**config.mk**
```make
export PLATFORM = sky130hd
export DESIGN_NAME = http_request_header_scanner
export DESIGN_NICKNAME = d
export VERILOG_FILES = /design/src/rtl/hrs_pkg.sv /design/src/rtl/hrs_front.sv /design/src/rtl/hrs_queue.sv /design/src/rtl/hrs_back.sv /design/src/rtl/http_request_header_scanner.sv
export SDC_FILE = /design/constraint.sdc
export NUM_CORES = 1
export LEC_CHECK = 0
export BUFFER_PORTS_ARGS = -buffer_cell sky130_fd_sc_hd__buf_4
export CAP_MARGIN = 15
export CORE_MARGIN = 8
export CORE_UTILIZATION = 44
export CTS_BUF_LIST = sky130_fd_sc_hd__clkbuf_4
export CTS_CLUSTER_DIAMETER = 150
export CTS_CLUSTER_SIZE = 10
export DETAILED_ROUTE_END_ITERATION = 10
export RECOVER_POWER = 100
export SYNTH_ARGS = -nofsm -noshare
export SYNTH_HDL_FRONTEND = slang
export SYNTH_SLANG_ARGS = --single-unit
```
**constraint.sdc**
```tcl
create_clock -name clk -period 16 [get_ports clk]
set_input_delay 1.6 -clock clk [delete_from_list [all_inputs] [get_ports clk]]
set_output_delay 1.6 -clock clk [all_outputs]
set_load 0.01 [all_outputs]
```
**src/rtl/hrs_pkg.sv**
```systemverilog
// Shared types and constants for the HTTP request header scanner.
`timescale 1ns / 1ps
package hrs_pkg;

    localparam int unsigned MaxRequestBytes = 65536;
    localparam int unsigned PosW = $clog2(MaxRequestBytes + 1);

    localparam logic [1:0] ST_OK      = 2'd0;
    localparam logic [1:0] ST_BAD_MTH = 2'd1;
    localparam logic [1:0] ST_BAD_VER = 2'd2;

    localparam logic [1:0] FMT_NONE = 2'd0;
    localparam logic [1:0] FMT_TEXT = 2'd1;
    localparam logic [1:0] FMT_APP  = 2'd2;

    // Byte queued between the front (position keeping) and the back (parser).
    typedef struct packed {
        logic [7:0]  data;
        logic        in_range;
        logic [15:0] pos;
        logic        last;
    } hrs_item_t;

    typedef struct packed {
        logic [1:0]  status;
        logic        is_post;
        logic [15:0] tgt_off;
        logic [15:0] tgt_len;
        logic [15:0] hdr_off;
        logic [1:0]  fmt;
        logic [15:0] ct_off;
        logic [15:0] ct_len;
        logic [31:0] clen;
        logic [15:0] pay_off;
        logic        pay_found;
    } hrs_result_t;

    function automatic logic [7:0] fold_case(input logic [7:0] b);
        fold_case = (b >= 8'h41 && b <= 8'h5A) ? b + 8'd32 : b;
    endfunction

    function automatic logic [15:0] sat_inc16(input logic [15:0] v);
        sat_inc16 = (v != 16'hFFFF) ? v + 16'd1 : v;
    endfunction

endpackage

```
**src/rtl/hrs_front.sv**
```systemverilog
// Front end: takes bytes, stamps each with its position and range flag.
`timescale 1ns / 1ps
module hrs_front (
    input  logic               clk,
    input  logic               rst_n,
    input  logic [7:0]         data_byte,
    input  logic               end_of_buffer,
    input  logic               valid,
    output logic               ready,
    output hrs_pkg::hrs_item_t item,
    output logic               item_valid,
    input  logic               item_ready
);
    import hrs_pkg::*;

    logic [PosW-1:0] pos_reg, pos_next;
    logic            take;

    assign ready      = item_ready;
    assign item_valid = valid;
    assign take       = valid && item_ready;

    assign item.data     = data_byte;
    assign item.in_range = (pos_reg < PosW'(MaxRequestBytes));
    assign item.pos      = pos_reg[15:0];
    assign item.last     = end_of_buffer;

    always_comb
    begin
        pos_next = pos_reg;
        if (take)
        begin
            if (end_of_buffer)
                pos_next = '0;
            else if (item.in_range)
                pos_next = pos_reg + PosW'(1);
        end
    end

    always_ff @(posedge clk or negedge rst_n)
    begin
        if (!rst_n)
            pos_reg <= '0;
        else
            pos_reg <= pos_next;
    end
endmodule

```
**src/rtl/hrs_queue.sv**
```systemverilog
// Two-entry queue between front and back.
`timescale 1ns / 1ps
module hrs_queue (
    input  logic               clk,
    input  logic               rst_n,
    input  hrs_pkg::hrs_item_t in_item,
    input  logic               in_valid,
    output logic               in_ready,
    output hrs_pkg::hrs_item_t out_item,
    output logic               out_valid,
    input  logic               out_ready
);
    import hrs_pkg::*;

    hrs_item_t mem_reg [2];
    logic      wp_reg, rp_reg;
    logic [1:0] cnt_reg;
    logic      push, pop;

    assign in_ready  = (cnt_reg != 2'd2);
    assign out_valid = (cnt_reg != 2'd0);
    assign out_item  = mem_reg[rp_reg];
    assign push      = in_valid && in_ready;
    assign pop       = out_valid && out_ready;

    always_ff @(posedge clk)
    begin
        if (push)
            mem_reg[wp_reg] <= in_item;
    end

    always_ff @(posedge clk or negedge rst_n)
    begin
        if (!rst_n)
        begin
            wp_reg  <= 1'b0;
            rp_reg  <= 1'b0;
            cnt_reg <= 2'd0;
        end
        else
        begin
            if (push)
                wp_reg <= ~wp_reg;
            if (pop)
                rp_reg <= ~rp_reg;
            cnt_reg <= cnt_reg + {1'b0, push} - {1'b0, pop};
        end
    end
endmodule

```
**src/rtl/hrs_back.sv**
```systemverilog
// Back end: request line and header parser, one byte per cycle unless its result register is held.
`timescale 1ns / 1ps
module hrs_back (
    input  logic                 clk,
    input  logic                 rst_n,
    input  hrs_pkg::hrs_item_t   item,
    input  logic                 item_valid,
    output logic                 item_ready,
    output hrs_pkg::hrs_result_t res,
    output logic                 res_valid,
    input  logic                 res_ready
);
    import hrs_pkg::*;

    typedef enum logic [2:0] {
        PH_METHOD, PH_TARGET, PH_VERSION, PH_VER_CR, PH_HEADER, PH_PAY_CR, PH_DONE
    } phase_t;

    localparam logic [15:0] M_POST = 16'h0001;
    localparam logic [15:0] M_GET  = 16'h0002;
    localparam logic [15:0] M_VER  = 16'h0004;
    localparam logic [15:0] M_ASEP = 16'h0001;
    localparam logic [15:0] M_CONT = 16'h0002;
    localparam logic [15:0] M_CTYP = 16'h0004;
    localparam logic [15:0] M_CLEN = 16'h0008;
    localparam logic [15:0] I_APP  = 16'h0010;
    localparam logic [15:0] I_APPX = 16'h0020;
    localparam logic [15:0] I_APPS = 16'h0040;
    localparam logic [15:0] I_TXT  = 16'h0080;
    localparam logic [15:0] I_TXTX = 16'h0100;
    localparam logic [15:0] I_TXTS = 16'h0200;
    localparam logic [15:0] I_STR  = 16'h0400;
    localparam logic [15:0] I_STRX = 16'h0800;
    localparam logic [15:0] I_STRS = 16'h1000;
    localparam logic [15:0] I_MASK = 16'h1FF0;

    localparam logic [7:0] CH_SP = 8'h20;
    localparam logic [7:0] CH_CR = 8'h0D;
    localparam logic [7:0] CH_LF = 8'h0A;

    localparam logic [31:0] S_POST = "POST";
    localparam logic [23:0] S_GET  = "GET";
    localparam logic [63:0] S_VER  = "HTTP/1.1";
    localparam logic [55:0] S_CONT = "content";
    localparam logic [55:0] S_TYPE = "-type: ";
    localparam logic [71:0] S_LEN  = "-length: ";
    localparam logic [87:0] S_APP  = "application";
    localparam logic [31:0] S_TEXT = "text";
    localparam logic [23:0] S_XML  = "xml";

    phase_t      ph_reg, ph_n;
    logic [15:0] tp_reg, tp_n, ts_reg, ts_n, mf_reg, mf_n, ip_reg, ip_n;
    logic        pcr_reg, pcr_n, post_reg, post_n, dec_reg, dec_n;
    logic [1:0]  fmt_reg, fmt_n, st_reg, st_n;
    logic [15:0] toff_reg, toff_n, tlen_reg, tlen_n, hoff_reg, hoff_n;
    logic [15:0] coff_reg, coff_n, clen16_reg, clen16_n, poff_reg, poff_n;
    logic [31:0] acc_reg, acc_n;
    logic        acc_on_reg, acc_on_n, ct_on_reg, ct_on_n, dg_on_reg, dg_on_n;
    logic        pay_reg, pay_n;
    hrs_result_t res_reg, res_n;
    logic        rv_reg, rv_n;
    logic        take;

    assign item_ready = !rv_reg || res_ready;
    assign take       = item_valid && item_ready;
    assign res        = res_reg;
    assign res_valid  = rv_reg;

    function automatic logic [7:0] sch(input logic [87:0] s, input int n, input int k);
        sch = s[8*(n-1-k) +: 8];
    endfunction

    always_comb
    begin : parse
        logic [7:0]  b, c;
        logic [15:0] pos, k, n, f;
        logic [35:0] prod;
        logic        hb, mok, vok, done_hdr;

        ph_n = ph_reg; tp_n = tp_reg; ts_n = ts_reg; mf_n = mf_reg; ip_n = ip_reg;
        pcr_n = pcr_reg; post_n = post_reg; dec_n = dec_reg; fmt_n = fmt_reg;
        st_n = st_reg; toff_n = toff_reg; tlen_n = tlen_reg; hoff_n = hoff_reg;
        coff_n = coff_reg; clen16_n = clen16_reg; poff_n = poff_reg; acc_n = acc_reg;
        acc_on_n = acc_on_reg; ct_on_n = ct_on_reg; dg_on_n = dg_on_reg; pay_n = pay_reg;
        res_n = res_reg;
        rv_n = rv_reg && !res_ready;
        b = item.data; c = fold_case(b); pos = item.pos;
        k = '0; n = '0; f = '0; prod = '0;
        hb = 1'b0; mok = 1'b0; vok = 1'b0; done_hdr = 1'b0;

        if (take && item.in_range)
        begin
            // per-phase handling: request line, version CR, header entry and payload CR
            case (ph_reg)
                PH_METHOD, PH_TARGET, PH_VERSION:
                begin
                    k = tp_reg;
                    if (pcr_reg && b == CH_LF && k == 16'd0)
                    begin
                        pcr_n = 1'b0; ts_n = pos + 16'd1;
                    end
                    else
                    begin
                        pcr_n = 1'b0;
                        if (b != CH_SP && b != CH_CR && b != CH_LF)
                        begin
                            if (k < 16'd4 && b != sch(88'(S_POST), 4, 32'(k))) mf_n[0] = 1'b0;
                            if (k < 16'd3 && b != sch(88'(S_GET), 3, 32'(k)))  mf_n[1] = 1'b0;
                            if (k < 16'd8 && b != sch(88'(S_VER), 8, 32'(k)))  mf_n[2] = 1'b0;
                            tp_n = sat_inc16(k);
                        end
                        else if (ph_reg == PH_METHOD)
                        begin
                            if (k == 16'd4 && (mf_reg & M_POST) != 0)
                            begin
                                post_n = 1'b1; mok = 1'b1;
                            end
                            else if (k == 16'd3 && (mf_reg & M_GET) != 0)
                            begin
                                post_n = 1'b0; mok = 1'b1;
                            end
                            if (!mok)
                            begin
                                st_n = ST_BAD_MTH; ph_n = PH_DONE;
                            end
                            else
                            begin
                                ph_n = PH_TARGET; pcr_n = (b == CH_CR);
                                ts_n = pos + 16'd1; tp_n = '0; mf_n = '1;
                            end
                        end
                        else if (ph_reg == PH_TARGET)
                        begin
                            toff_n = ts_reg; tlen_n = k; ph_n = PH_VERSION;
                            pcr_n = (b == CH_CR); ts_n = pos + 16'd1; tp_n = '0; mf_n = '1;
                        end
                        else
                        begin
                            if (!(k == 16'd8 && (mf_reg & M_VER) != 0))
                            begin
                                st_n = ST_BAD_VER; ph_n = PH_DONE;
                            end
                            else if (b == CH_CR)
                            begin
                                hoff_n = pos + 16'd1; ph_n = PH_VER_CR;
                            end
                            else
                            begin
                                // LF ends the line; a space starts the first header line
                                hoff_n = (b == CH_LF) ? pos + 16'd1 : pos;
                                ph_n = PH_HEADER; pcr_n = 1'b0;
                                tp_n = '0; ip_n = '0; mf_n = '1;
                                acc_on_n = 1'b0; ct_on_n = 1'b0; dg_on_n = 1'b0;
                                hb = (b != CH_LF);
                            end
                        end
                    end
                end
                PH_VER_CR:
                begin
                    ph_n = PH_HEADER; pcr_n = 1'b0; tp_n = '0; ip_n = '0; mf_n = '1;
                    acc_on_n = 1'b0; ct_on_n = 1'b0; dg_on_n = 1'b0;
                    if (b == CH_LF)
                        hoff_n = pos + 16'd1;
                    else
                        hb = 1'b1;
                end
                PH_HEADER:
                    hb = 1'b1;
                PH_PAY_CR:
                begin
                    if (b == CH_LF)
                        poff_n = pos + 16'd1;
                    ph_n = PH_DONE;
                end
                default:
                    ;
            endcase

            // header byte, works on the _n copies
            if (hb)
            begin
                k = tp_n;
                if (pcr_n && b == CH_LF)
                    pcr_n = 1'b0;
                else
                begin
                    pcr_n = 1'b0;
                    if (b == CH_CR || b == CH_LF)
                    begin
                        if (k == 16'd0 && post_n)
                        begin
                            pay_n = 1'b1; poff_n = pos + 16'd1;
                            ph_n = (b == CH_CR) ? PH_PAY_CR : PH_DONE;
                        end
                        else
                        begin
                            done_hdr = 1'b1;
                            pcr_n = (b == CH_CR);
                        end
                    end
                    else
                    begin
                        if ((k == 16'd6 && b != ":") || (k == 16'd7 && b != CH_SP))
                            mf_n = mf_n & ~M_ASEP;
                        if (k <= 16'd6 && c != sch(88'(S_CONT), 7, 32'(k)))
                            mf_n = mf_n & ~M_CONT;
                        if (k >= 16'd7 && k <= 16'd13 && c != sch(88'(S_TYPE), 7, 32'(k) - 7))
                            mf_n = mf_n & ~M_CTYP;
                        if (k >= 16'd7 && k <= 16'd15 && c != sch(88'(S_LEN), 9, 32'(k) - 7))
                            mf_n = mf_n & ~M_CLEN;
                        if (k == 16'd8 && (mf_n & M_ASEP) != 0)
                        begin
                            fmt_n = FMT_NONE; dec_n = 1'b0; acc_on_n = 1'b1;
                            mf_n = mf_n | I_MASK; ip_n = '0;
                        end
                        if (post_n && (mf_n & M_CONT) != 0)
                        begin
                            if (k == 16'd14 && (mf_n & M_CTYP) != 0)
                            begin
                                ct_on_n = 1'b1; coff_n = pos; clen16_n = '0;
                            end
                            if (k == 16'd16 && (mf_n & M_CLEN) != 0)
                            begin
                                dg_on_n = 1'b1; acc_n = '0;
                            end
                        end
                        if (acc_on_n)
                        begin
                            if (b == "," || b == CH_SP)
                                done_hdr = 1'b0;
                            else
                            begin
                                n = ip_n;
                                if (n <= 16'd10 && b != sch(S_APP, 11, 32'(n))) mf_n &= ~I_APP;
                                if (n >= 16'd12 && n <= 16'd14 && b != sch(88'(S_XML), 3, 32'(n) - 12))
                                    mf_n &= ~I_APPX;
                                if (n == 16'd12 && b != "*") mf_n &= ~I_APPS;
                                if (n <= 16'd3 && b != sch(88'(S_TEXT), 4, 32'(n))) mf_n &= ~I_TXT;
                                if (n >= 16'd5 && n <= 16'd7 && b != sch(88'(S_XML), 3, 32'(n) - 5))
                                    mf_n &= ~I_TXTX;
                                if (n == 16'd5 && b != "*") mf_n &= ~I_TXTS;
                                if (n == 16'd0 && b != "*") mf_n &= ~I_STR;
                                if (n >= 16'd2 && n <= 16'd4 && b != sch(88'(S_XML), 3, 32'(n) - 2))
                                    mf_n &= ~I_STRX;
                                if (n == 16'd2 && b != "*") mf_n &= ~I_STRS;
                                ip_n = sat_inc16(n);
                            end
                        end
                        if (ct_on_n)
                            clen16_n = sat_inc16(clen16_n);
                        if (dg_on_n)
                        begin
                            if (b >= "0" && b <= "9")
                            begin
                                prod = {4'b0000, acc_n} * 36'd10 + {28'd0, b - "0"};
                                acc_n = (prod > 36'hFFFFFFFF) ? 32'hFFFFFFFF : prod[31:0];
                            end
                            else
                                dg_on_n = 1'b0;
                        end
                        tp_n = sat_inc16(k);
                    end
                end
            end
        end

        // finish at end of buffer: header phase closes its line
        if (take && item.last && (ph_n == PH_HEADER))
            done_hdr = 1'b1;

        // item end for an Accept separator or line end
        if (take && acc_on_n && hb && !done_hdr && (b == "," || b == CH_SP)
            && b != CH_CR && b != CH_LF)
            vok = 1'b1;
        if (done_hdr && acc_on_n)
            vok = 1'b1;
        if (vok)
        begin
            n = ip_n; f = mf_n;
            if (!dec_n)
            begin
                if ((f & I_APP) != 0 && n > 16'd11 &&
                    ((n >= 16'd15 && (f & I_APPX) != 0) || (n >= 16'd13 && (f & I_APPS) != 0)))
                begin
                    fmt_n = FMT_APP; dec_n = 1'b1;
                end
                else if ((f & I_TXT) != 0 && n > 16'd4 &&
                    ((n >= 16'd8 && (f & I_TXTX) != 0) || (n >= 16'd6 && (f & I_TXTS) != 0)))
                begin
                    fmt_n = FMT_TEXT; dec_n = 1'b1;
                end
                else if ((f & I_STR) != 0 && n > 16'd1 &&
                    ((n >= 16'd5 && (f & I_STRX) != 0) || (n >= 16'd3 && (f & I_STRS) != 0)))
                begin
                    fmt_n = FMT_TEXT; dec_n = 1'b1;
                end
            end
            mf_n = mf_n | I_MASK; ip_n = '0;
        end
        if (done_hdr)
        begin
            acc_on_n = 1'b0; ct_on_n = 1'b0; dg_on_n = 1'b0;
            tp_n = '0; ip_n = '0; mf_n = '1;
        end

        if (take && item.last)
        begin
            case (ph_n)
                PH_METHOD:
                    st_n = (tp_n == 16'd4 && (mf_n & M_POST) != 0) ? ST_BAD_VER :
                           (tp_n == 16'd3 && (mf_n & M_GET) != 0)  ? ST_BAD_VER : ST_BAD_MTH;
                PH_TARGET:
                    st_n = ST_BAD_VER;
                PH_VERSION:
                    if (tp_n == 16'd8 && (mf_n & M_VER) != 0)
                        hoff_n = ts_n + 16'd8;
                    else
                        st_n = ST_BAD_VER;
                default:
                    ;
            endcase
            if (ph_n == PH_METHOD && tp_n == 16'd4 && (mf_n & M_POST) != 0)
                post_n = 1'b1;
            res_n = '0;
            res_n.status = st_n;
            if (st_n != ST_BAD_MTH)
                res_n.is_post = post_n;
            if (st_n == ST_OK)
            begin
                res_n.tgt_off = toff_n; res_n.tgt_len = tlen_n; res_n.hdr_off = hoff_n;
                res_n.fmt = fmt_n; res_n.ct_off = coff_n; res_n.ct_len = clen16_n;
                res_n.clen = acc_n; res_n.pay_off = poff_n; res_n.pay_found = pay_n;
            end
            rv_n = 1'b1;
            ph_n = PH_METHOD; tp_n = '0; ts_n = '0; mf_n = '1; ip_n = '0;
            pcr_n = 1'b0; post_n = 1'b0; dec_n = 1'b0; fmt_n = FMT_TEXT; st_n = ST_OK;
            toff_n = '0; tlen_n = '0; hoff_n = '0; coff_n = '0; clen16_n = '0;
            poff_n = '0; acc_n = '0; acc_on_n = 1'b0; ct_on_n = 1'b0; dg_on_n = 1'b0;
            pay_n = 1'b0;
        end
    end

    always_ff @(posedge clk or negedge rst_n)
    begin
        if (!rst_n)
        begin
            ph_reg <= PH_METHOD; tp_reg <= '0; ts_reg <= '0; mf_reg <= '1; ip_reg <= '0;
            pcr_reg <= 1'b0; post_reg <= 1'b0; dec_reg <= 1'b0; fmt_reg <= FMT_TEXT;
            st_reg <= ST_OK; toff_reg <= '0; tlen_reg <= '0; hoff_reg <= '0;
            coff_reg <= '0; clen16_reg <= '0; poff_reg <= '0; acc_reg <= '0;
            acc_on_reg <= 1'b0; ct_on_reg <= 1'b0; dg_on_reg <= 1'b0; pay_reg <= 1'b0;
            res_reg <= '0; rv_reg <= 1'b0;
        end
        else
        begin
            ph_reg <= ph_n; tp_reg <= tp_n; ts_reg <= ts_n; mf_reg <= mf_n; ip_reg <= ip_n;
            pcr_reg <= pcr_n; post_reg <= post_n; dec_reg <= dec_n; fmt_reg <= fmt_n;
            st_reg <= st_n; toff_reg <= toff_n; tlen_reg <= tlen_n; hoff_reg <= hoff_n;
            coff_reg <= coff_n; clen16_reg <= clen16_n; poff_reg <= poff_n; acc_reg <= acc_n;
            acc_on_reg <= acc_on_n; ct_on_reg <= ct_on_n; dg_on_reg <= dg_on_n;
            pay_reg <= pay_n; res_reg <= res_n; rv_reg <= rv_n;
        end
    end
endmodule

```
**src/rtl/http_request_header_scanner.sv**
```systemverilog
// Top level of the HTTP request header scanner.
`timescale 1ns / 1ps
//
//  channel | signals                         | transfer when
//  --------+---------------------------------+-------------------------
//  input   | data_byte, end_of_buffer        | in_valid && in_ready
//  result  | parse_status .. payload_found   | out_valid && out_ready
//
// One byte per cycle while results are taken; the back end parser takes
// one byte per cycle unless its result register is held, and the result
// appears, registered, in the cycle after the final byte leaves the
// two-entry queue. Reset (rst_n low, asynchronous) returns every phase to
// the request method; a held result fills the queue, then stalls the front.
module http_request_header_scanner (
    input  logic        clk,
    input  logic        rst_n,
    input  logic        in_valid,
    output logic        in_ready,
    input  logic [7:0]  data_byte,
    input  logic        end_of_buffer,
    output logic        out_valid,
    input  logic        out_ready,
    output logic [1:0]  parse_status,
    output logic        method_is_post,
    output logic [15:0] target_offset,
    output logic [15:0] target_length,
    output logic [15:0] header_offset,
    output logic [1:0]  response_format,
    output logic [15:0] content_type_offset,
    output logic [15:0] content_type_length,
    output logic [31:0] content_length,
    output logic [15:0] payload_offset,
    output logic        payload_found
);
    import hrs_pkg::*;

    hrs_item_t   f_item, q_item;
    logic        f_valid, f_ready, q_valid, q_ready;
    hrs_result_t res;

    hrs_front u_front (
        .clk, .rst_n, .data_byte, .end_of_buffer,
        .valid(in_valid), .ready(in_ready),
        .item(f_item), .item_valid(f_valid), .item_ready(f_ready)
    );

    hrs_queue u_queue (
        .clk, .rst_n,
        .in_item(f_item), .in_valid(f_valid), .in_ready(f_ready),
        .out_item(q_item), .out_valid(q_valid), .out_ready(q_ready)
    );

    hrs_back u_back (
        .clk, .rst_n,
        .item(q_item), .item_valid(q_valid), .item_ready(q_ready),
        .res(res), .res_valid(out_valid), .res_ready(out_ready)
    );

    assign parse_status        = res.status;
    assign method_is_post      = res.is_post;
    assign target_offset       = res.tgt_off;
    assign target_length       = res.tgt_len;
    assign header_offset       = res.hdr_off;
    assign response_format     = res.fmt;
    assign content_type_offset = res.ct_off;
    assign content_type_length = res.ct_len;
    assign content_length      = res.clen;
    assign payload_offset      = res.pay_off;
    assign payload_found       = res.pay_found;
endmodule

```
# Word-level counts from Yosys, hierarchy flattened
# Memories as Yosys holds them, arrays and structs flattened.
# Cells that the tools add are included.
classes:
  addsub: 27
  mul: 1
  div: 0
  n_lt_le_gt_ge: 30
  eq_ne: 48
  shifts: 11
  muxes: 330
  n_bitwise: 2
  n_reduce_logical: 89
op_table:
  columns: ["op", "count"]
  rows:
  - ["16-bit 2-to-1 mux", 119]
  - ["88-bit by 32-bit indexed part select with 8-bit output (first input constant)", 11]
  - ["32-bit 2-to-1 mux", 14]
  - ["131-bit 2-to-1 mux", 1]
  - ["16-bit one-hot mux with 2 select lines", 4]
  - ["1-bit 2-to-1 mux", 126]
  - ["8-bit != test", 11]
  - ["3-bit by 29-bit subtractor with 29-bit output (first input constant)", 3]
  - ["16-bit by 1-bit adder with 16-bit output (second input constant)", 5]
  - ["16-bit by 3-bit equality test with 1-bit output (second input constant)", 5]
  - ["16-bit by 4-bit equality test with 1-bit output (second input constant)", 5]
  - ["13-bit 2-to-1 mux", 6]
  - ["1-bit logical AND", 67]
  - ["16-bit by 3-bit >= comparator with 1-bit output (second input constant)", 4]
  - ["16-bit by 4-bit >= comparator with 1-bit output (second input constant)", 4]
  - ["16-bit by 4-bit <= comparator with 1-bit output (second input constant)", 4]
  - ["16-bit != test (second input constant)", 4]
  - ["2-bit 2-to-1 mux", 26]
  - ["2-bit by 16-bit subtractor with 17-bit output (first input constant)", 3]
  - ["16-bit by 2-bit equality test with 1-bit output (second input constant)", 3]
  - ["16-bit by 3-bit <= comparator with 1-bit output (second input constant)", 3]
  - ["16-bit logical NOT", 3]
  - ["3-bit 2-to-1 mux", 15]
  - ["36-bit by 8-bit adder with 36-bit output", 1]
  - ["61 further kinds", 91]
totals:
  ff_bits: 362
  latchBits: 0
  ramBits: 52
  romBits: 0
  inputBits: 13
  output_inout_bits: 136
  elab_cells: 576
  mem_count: 1
mem_list:
  columns: ["name", "depth", "word_bits", "read_ports", "rd_clocked_by_memory_dff", "write_ports", "line_no", "text"]
  rows:
  - ["u_queue.mem_reg", 2, 26, 1, 0, 1, "hrs_queue.sv:15", "hrs_item_t mem_reg [2];"]

# Depth between registers and ports, before layout
# Gate-level depths: netlist (run 1).
depth:
  depth_word: 60
  mapped_depth: 42
  depth_no_buf: 34

# Hierarchy
# From an unflattened synthesis (run 1), not the netlist that was laid out.
unflattened:
  hier_cells: 3322
  area_unflattened_um2: 28290.9
modules_own_cells:
  columns: ["module", "n_inst", "cells_per_inst", "area_each_um2", "seq_area_each_um2"]
  rows:
  - ["hrs_back", 1, 3098, 25015.2, 8475.6]
  - ["hrs_queue", 1, 98, 2158.3, 1661.6]
  - ["hrs_front", 1, 126, 1117.3, 425.4]

# Least setup slack after synthesis (run 1)
# Ideal clock, no wire load.
synth_timing:
  kind: "reg2reg"
  start: "register u_queue.rp_reg"
  end: "register u_back.res_reg (netlist bit u_back.res[27])"
  t_arrival_ns: 9.958
  slack_ns: 5.921
  stages_incl_launch_ff: 43
  path_buffers: 10
  period_less_slack_ns: 10.079
  cell_sequence: "dfrtp_1 > buf_6 > buf_8 > buf_1 > mux2i_1 > clkbuf_1 > clkbuf_1 > ha_1 > o211ai_2 > a21oi_4 > buf_2 > buf_6 > or3_1 > xnor2_1 > nand2_1 > clkbuf_1 > ha_1 > nor2b_1 > (+7 left out) > a21o_1 > a21oi_1 > nor2b_1 > o21a_1 > o211ai_1 > o21bai_1 > xor2_1 > and3_1 > nand4_1 > or2_2 > or4_1 > nor3_1 > and4b_1 > mux2_2 > nor2_1 > clkbuf_1 > a21oi_1 > a22o_1"
synth_via:
  elab_chain_len: 50
  word_cells_on_any_way: 223
  classes_between: "8 x add/sub; 1 x mul; 9 x order compare; 25 x eq/ne; 3 x shift; 143 x mux; 33 x reduce/logical; 1 x memory"
synth_lines:
  columns: ["item", "line_no", "text"]
  rows:
  - ["start, declared", "hrs_queue.sv:16", "logic wp_reg, rp_reg;"]
  - ["start signal, assigned", "hrs_queue.sv:45", "rp_reg <= ~rp_reg;"]
  - ["memory read 2 x 26 bit (*)", null, null]
  - ["branches (longest 49 deep; another with 5-bit by 29-bit subtractor with 29-bit output)", null, null]
  - ["end signal, assigned", "hrs_back.sv:362", "pay_reg <= pay_n; res_reg <= res_n; rv_reg <= rv_n;"]
  - ["end, declared", "hrs_back.sv:60", "hrs_result_t res_reg, res_n;"]
# Every way passes the cells marked *. The select of a mux whose other input is x is not followed.
# A chain may end at the register's enable or synchronous reset.

# Worst setup path in the final report (run 1)
layout_timing:
  start: "register u_queue.rp_reg"
  end: "register u_back.res_reg (netlist bit u_back.res[37])"
# Same word-level chain as after synthesis.

==> results of run 1 <==
worst min-delay path by stage:
| stage | depth (start not counted) | to | start | slack (ns) |
|---|---|---|---|---|
| 3_3_place_gp | 2 | u_back.res[131] | u_back.res[131] | 0.46 |
| 2_1_floorplan | 2 | u_back.pay_reg | u_back.pay_reg | 0.45 |
| 6_report | 2 | u_back.res[131] | u_back.res[131] | 0.49 |
| 4_1_cts | 2 | u_back.res[131] | u_back.res[131] | 0.50 |
| 3_5_place_dp | 2 | u_back.res[131] | u_back.res[131] | 0.48 |
| 5_1_grt | 2 | u_back.res[117] | u_back.res[117] | 0.53 |
logic make-up after synthesis:
family          count (synthesis)  synth area share, %
simple gates                 1184                 21.4
compound gates                862                 20.8
flops                         411                 38.9
buf+inv                       275                 4.11
xor+xnor                      166                 5.42
fa+ha+maj                     112                 5.22
mux                           109                 4.20
layout by cell type (no fill, tap or decap), drive strengths merged, types with 15 or more instances in the layout:
| cell type | count |
|---|---|
| a22o | 56 |
| o21ai | 217 |
| and2 | 65 |
| a21oi | 252 |
| dfrtp | 345 |
| or2 | 17 |
| nor3 | 70 |
| o211ai | 23 |
| a31oi | 32 |
| o31ai | 21 |
| and3 | 39 |
| nand2 | 316 |
| xor2 | 44 |
| buf | 37 |
| a21o | 23 |
| nand2b | 15 |
| xnor2 | 122 |
| or4 | 15 |
| clkbuf | 226 |
| or3 | 33 |
| o22ai | 28 |
| nand3 | 86 |
| edfxtp | 52 |
| mux2i | 99 |
| ha | 110 |
| nor4 | 44 |
| a22oi | 28 |
| nor2b | 46 |
| nand4 | 49 |
| o21a | 16 |
| a211oi | 15 |
| nor2 | 340 |
| inv | 72 |
cells in the mapped netlist (all sizes together), types with 28 or more instances:
| library cell | count |
|---|---|
| nor3 | 70 |
| mux2i | 99 |
| a21oi | 252 |
| a22o | 56 |
| edfxtp | 52 |
| buf | 48 |
| a22oi | 28 |
| o22ai | 28 |
| xnor2 | 122 |
| dfrtp | 345 |
| and2 | 65 |
| nand2 | 316 |
| or3 | 33 |
| nor4 | 44 |
| ha | 110 |
| nand4 | 49 |
| nor2 | 340 |
| a31oi | 32 |
| nand3 | 86 |
| and3 | 39 |
| nor2b | 46 |
| xor2 | 44 |
| inv | 70 |
| clkbuf | 151 |
| o21ai | 217 |
per-layer routing:
metal	part of all wire, %	GRT usage, %
met5	0.029	0
met4	3.4	9.56
met3	6.3	3.38
met2	46	40.6
met1	44	34.9
power groups by stage:
stage	clock network [mW]	logic (mW)	registers (mW)
3_3_place_gp	0	1.96	1.23
4_1_cts	0.579	1.98	1.21
6_report	0.554	1.98	1.21
5_1_grt	0.611	2.12	1.22
2_1_floorplan	0	1.38	1.19
3_5_place_dp	0	1.97	1.23
worst max-delay path: cells and delay by family, from the launching register on:
family,cells,cell delay (ns)
xor+xnor,1,0.22
fa+ha+maj,4,1.22
mux,2,1.96
simple gates,12,3.37
flops,1,0.53
buf+inv,5,1.86
compound gates,12,4.22
per-stage QoR:
step | area, sq um | total power [mW] | cells
after global placement | 28900 | 3.19 | 3911
after detailed placement | 28900 | 3.20 | 3912
final | 28800 | 3.75 | 3981
after floorplan | 27200 | 2.57 | 3119
after CTS | 29400 | 3.76 | 3976
after global routing | 28800 | 3.96 | 3981
cell type report:
type	instances	share of cell area [%]
Sequential cell	411	36.7
Clock inverter	5	0.191
Clock buffer	59	1.54
Tap cell	790	3.44
Timing Repair Buffer	204	3.22
Antenna cell	3	0.0261
Multi-Input combinational cell	2433	53.9
Inverter	76	0.992
==> results.json, run 1 <==
{
  "timing.rr.start": "u_queue.rp_reg",
  "ff2ff_path_depth": 36,
  "wl_per_cell_um": 23.1,
  "fillers": 6172,
  "ys_async_sr_fraction_pct": 87.3,
  "core_area_sq_um": 61400,
  "drc": 0,
  "critPathLaunch": "u_queue.rp_reg",
  "worstPathMaxFanout": 33,
  "worst_ep_required_time_ns": 16.71,
  "power_switching_mw": 1.87,
  "die-area_sq_um": 69900,
  "root_buffer": "clkbuf_4",
  "vias": 24737,
  "setup_ws_ns": 2.43,
  "multi_input_area_sq_um": 15500,
  "port_buffers": 148,
  "swShare_pct": 49.9,
  "reg2reg_slack_ns": 2.43,
  "max-vdd-ir-drop_v": 0.000101,
  "combPwrFrac_pct": 52.8,
  "power_density_nw_per_um2": 130,
  "cp-endpoint": "u_back.res[37]",
  "yosys-top-cells-area": "dfrtp_1 (32%), edfxtp_1 (5.8%), ha_1 (5.1%)",
  "rsz0062_at_grt": "false",
  "cts_max_level": 2,
  "seq_power_share_pct": 32.4,
  "yosysUniqueCellTypes": 108,
  "initial_core_util_pct": 44.2,
  "drt_first_pass_iters": 8,
  "drv_cap": 12,
  "synth_cells": 3119,
  "ff_latch_area_sq_um": 10600,
  "gp_congestion": 0.966,
  "clock_latency_ns": 0.87,
  "outcome": "finished with violations",
  "worstReg2RegEnd": "u_back.res[37]",
  "slew_violations": 691,
  "grt_pass1_vias": 24027,
  "hold_viol": 0,
  "via_per_inst": 6.21,
  "synth.largest_area_cell": "dfrtp_1",
  "p_int_mw": 1.88,
  "tightest_slew_ns": 5.09,
  "cts_buffers": 47,
  "cpPeakStageDelay_ns": 1.59,
  "syn_nets": 3244,
  "yosysTopAreaCellShare_pct": 31.8,
  "synth_edf_count": 52,
  "largest_reg_flops": 134,
  "cts_setup_buffers": 0,
  "max_clock_freq_mhz": 73.7,
  "criticalPathCategory": "reg2reg",
  "grt-ovfl-total": 0,
  "path_clk_slew_ns": 0.12,
  "synthFlopType": "dfrtp_1",
  "p_clk_share_pct": 14.8,
  "dp.final_hpwl_um": 66600,
  "ioPinCount": 149,
  "ant_nets": 0,
  "p_leak_nw": 12.3,
  "area_delta_synth_final_pct": 5.90,
  "dpl_worst_slack_ns": 4.04,
  "synthesis.area_sq_um": 27200,
  "cp_data_arrival_time_ns": 14.27,
  "fin_crit_sh_pct": 84.8,
  "cts_resized": 0,
  "fin_util_pct": 46.9,
  "hold_ws_ns": 0.493,
  "antenna_found_initial": 4,
  "slew_headroom_pct": -239,
  "skew_ns": 0.101,
  "start_kind": "register",
  "setup_viol": 0,
  "fin_nets": 3298,
  "violations": "capacitance limit, slew limit",
  "synth_seq_cells": 411,
  "grt_pass1_wl_um": 143000,
  "layout-drive-gt1-share_pct": 6.12,
  "grt_usage_pct": 25.4,
  "period_needed_ns": 13.57,
  "grt_start_max_net_pins": 106,
  "synth_seq_area_share_pct": 38.9,
  "synth_warnings": 0,
  "die_h_um": 264,
  "hold_path_class": "reg2reg",
  "rows": 91,
  "cts_tree": "yes",
  "cts_max_path_buffers": 3,
  "setup_tns_ns": 0,
  "die_width_um": 264,
  "hold_buffers": 0,
  "first_iter_violations": 2267,
  "crit_path_top_delay_cell": "mux2i_1",
  "end_kind": "register",
  "totalWireLength_um": 92100,
  "clock_sinks": 411,
  "synth_area_per_cell_sq_um": 8.71
}
(Power assumes the default switching activity.)
==> inputs of run 2 (changes only) <==
==> constraint.sdc (replaced) <==
create_clock -name clk -period 12.33 [get_ports clk]
set_input_delay 1.233 -clock clk [delete_from_list [all_inputs] [get_ports clk]]
set_output_delay 1.233 -clock clk [all_outputs]
set_load 0.01 [all_outputs]
==> run 2 against run 1 <==
Sequential power rose by 31%. Global-route usage rose by 0.29 points. Cell count did not move. The flow still finishes with violations (capacitance limit, slew limit). Setup slack got worse by 1.6 ns. Clock power rose by 33%. Wire length rose by 0.54%. Final area rose by 0.24%. Maximum frequency rose by 18%. Count of clock-buffer cells in the layout rose by 1. Register-to-register slack got worse by 1.6 ns.
==> results.json, run 2 (same netlist as run 1, synthesis figures left out) <==
{
  "cts_setup_buffers": 0,
  "rsz0062_at_grt": "false",
  "ioPinCount": 149,
  "cp_data_arrival_time_ns": 12.18,
  "grt_pass1_wl_um": 145000,
  "path_clk_slew_ns": 0.11,
  "hold_path_class": "reg2reg",
  "port_buffers": 148,
  "cts_max_level": 2,
  "crit_family": "buffers and inverters",
  "setup_viol": 0,
  "fin_nets": 3299,
  "vias": 24822,
  "wl_per_cell_um": 23.3,
  "cts_max_path_buffers": 3,
  "cpPeakStageDelay_ns": 0.98,
  "grt_usage_pct": 25.7,
  "violations": "capacitance limit, slew limit",
  "power_density_nw_per_um2": 171,
  "max-vdd-ir-drop_v": 0.000145,
  "die_width_um": 264,
  "fin_crit_sh_pct": 93.5,
  "antenna_found_initial": 3,
  "cts_buffers": 47,
  "core_area_sq_um": 61400,
  "root_buffer": "clkbuf_4",
  "ant_nets": 0,
  "dpl_worst_slack_ns": 1.06,
  "drt-met1-wl_um": 40000,
  "cts_resized": 0,
  "hold_buffers": 0,
  "totalWireLength_um": 92600,
  "die_h_um": 264,
  "first_iter_violations": 2387,
  "rows": 91,
  "period_needed_ns": 11.53,
  "end_kind": "register",
  "dp.final_hpwl_um": 67000,
  "layout-drive-gt1-share_pct": 6.24,
  "start_kind": "register",
  "slew_violations": 515,
  "max_clock_freq_mhz": 86.8,
  "slew_headroom_pct": -271,
  "grt_pass1_vias": 24372,
  "p_leak_nw": 12.3,
  "via_per_inst": 6.24,
  "layout_commonest_cell": "dfrtp_1",
  "met3_length_um": 6790,
  "setup_tns_ns": 0,
  "final_cell_mix": "dfrtp_1 (344), nor2_1 (334), nand2_1 (316)",
  "routed.top_layer": "met5",
  "skew_ns": 0.0593,
  "largest_reg_flops": 134,
  "area_delta_synth_final_pct": 6.15,
  "hold_viol": 0,
  "drt_first_pass_iters": 6,
  "setup_ws_ns": 0.803,
  "outcome": "finished with violations",
  "grt-ovfl-total": 0,
  "clock_latency_ns": 0.83,
  "criticalPathCategory": "reg2reg",
  "gp_congestion": 0.991,
  "crit_path_top_delay_cell": "clkbuf_1",
  "worstPathMaxFanout": 73,
  "fillers": 6030,
  "tightest_slew_ns": 5.56,
  "cts_tree": "yes",
  "critical_path_buf_inv_count": 7,
  "die-area_sq_um": 69900,
  "clock_sinks": 411,
  "wl_met2_um": 42500,
  "grt_start_max_net_pins": 89,
  "drc": 0,
  "drv_cap": 9,
  "worst_ep_required_time_ns": 12.98,
  "initial_core_util_pct": 44.2
}
==> run 2: per-stage QoR <==
stage	power [mW]	util (%)	instance area, sq um	std cells	hold WS (ns)
floorplan	3.34	-	27200	3119	0.450
global placement	4.16	47.1	28900	3914	0.466
detailed placement	4.18	47.1	28900	3914	0.476
CTS	4.93	48.0	29400	3979	0.397
global route	5.20	47.0	28800	3981	0.525
finish	4.94	47.0	28800	3981	0.493
==> run 2: layer usage <==
layer / global-route usage [%] / vias up
li1: - / 11405
met3: 4.09 / 184
met4: 9.51 / 2
met1: 34.8 / 12203
met5: 0 / -
met2: 41.2 / 1028
==> run 2: final timing paths <==
path                                     start                 end  slack [ns]  cells after the start
worst max-delay path            u_queue.rp_reg      u_back.res[80]        0.80                     25
worst min-delay path            u_back.res[81]      u_back.res[81]        0.49                      2
worst max register to register  u_queue.rp_reg      u_back.res[80]        0.80                     25
worst min register to register  u_back.res[81]      u_back.res[81]        0.49                      2
max in group asynchronous                rst_n  u_back.poff_reg[3]        3.97                      2
min in group asynchronous                rst_n    u_back.tp_reg[1]        2.46                      1
==> run 2: where the power goes <==
part,internal [mW],switching (mW)
clock,0.265,0.471
sequential,1.48,0.0981
combinational,0.734,1.89
==> run 2: layout make-up <==
class                      instances  area [sq um]  area share, %
timing repair buffer             205           935           3.24
clock buffer                      60           450           1.56
multi-input combinational       2433         15500           53.8
antenna                            1          2.50        0.00868
clock inverter                     5          80.1          0.278
sequential                       411         10600           36.6
inverter                          76           285          0.990
tap                              790           988           3.43
==> run 2: worst register-to-register path, stage by stage, from the launching register on <==
cell       delay (ns)
dfrtp_2          0.50
mux2i_4          0.70
inv_1            0.50
o21ai_2          0.35
a21o_1           0.45
a21oi_2          0.27
a21oi_1          0.21
clkbuf_1         0.69
nand2_1          0.17
clkbuf_1         0.47
inv_1            0.83
ha_1             0.81
inv_1            0.41
a2111oi_0        0.56
nand4_1          0.39
nor4_1           0.55
nor2b_1          0.23
mux2i_1          0.25
nor3_1           0.07
o2111a_1         0.36
nand4b_1         0.13
clkbuf_1         0.98
o211a_1          0.33
or3_2            0.26
clkbuf_4         0.68
o21ai_0          0.24
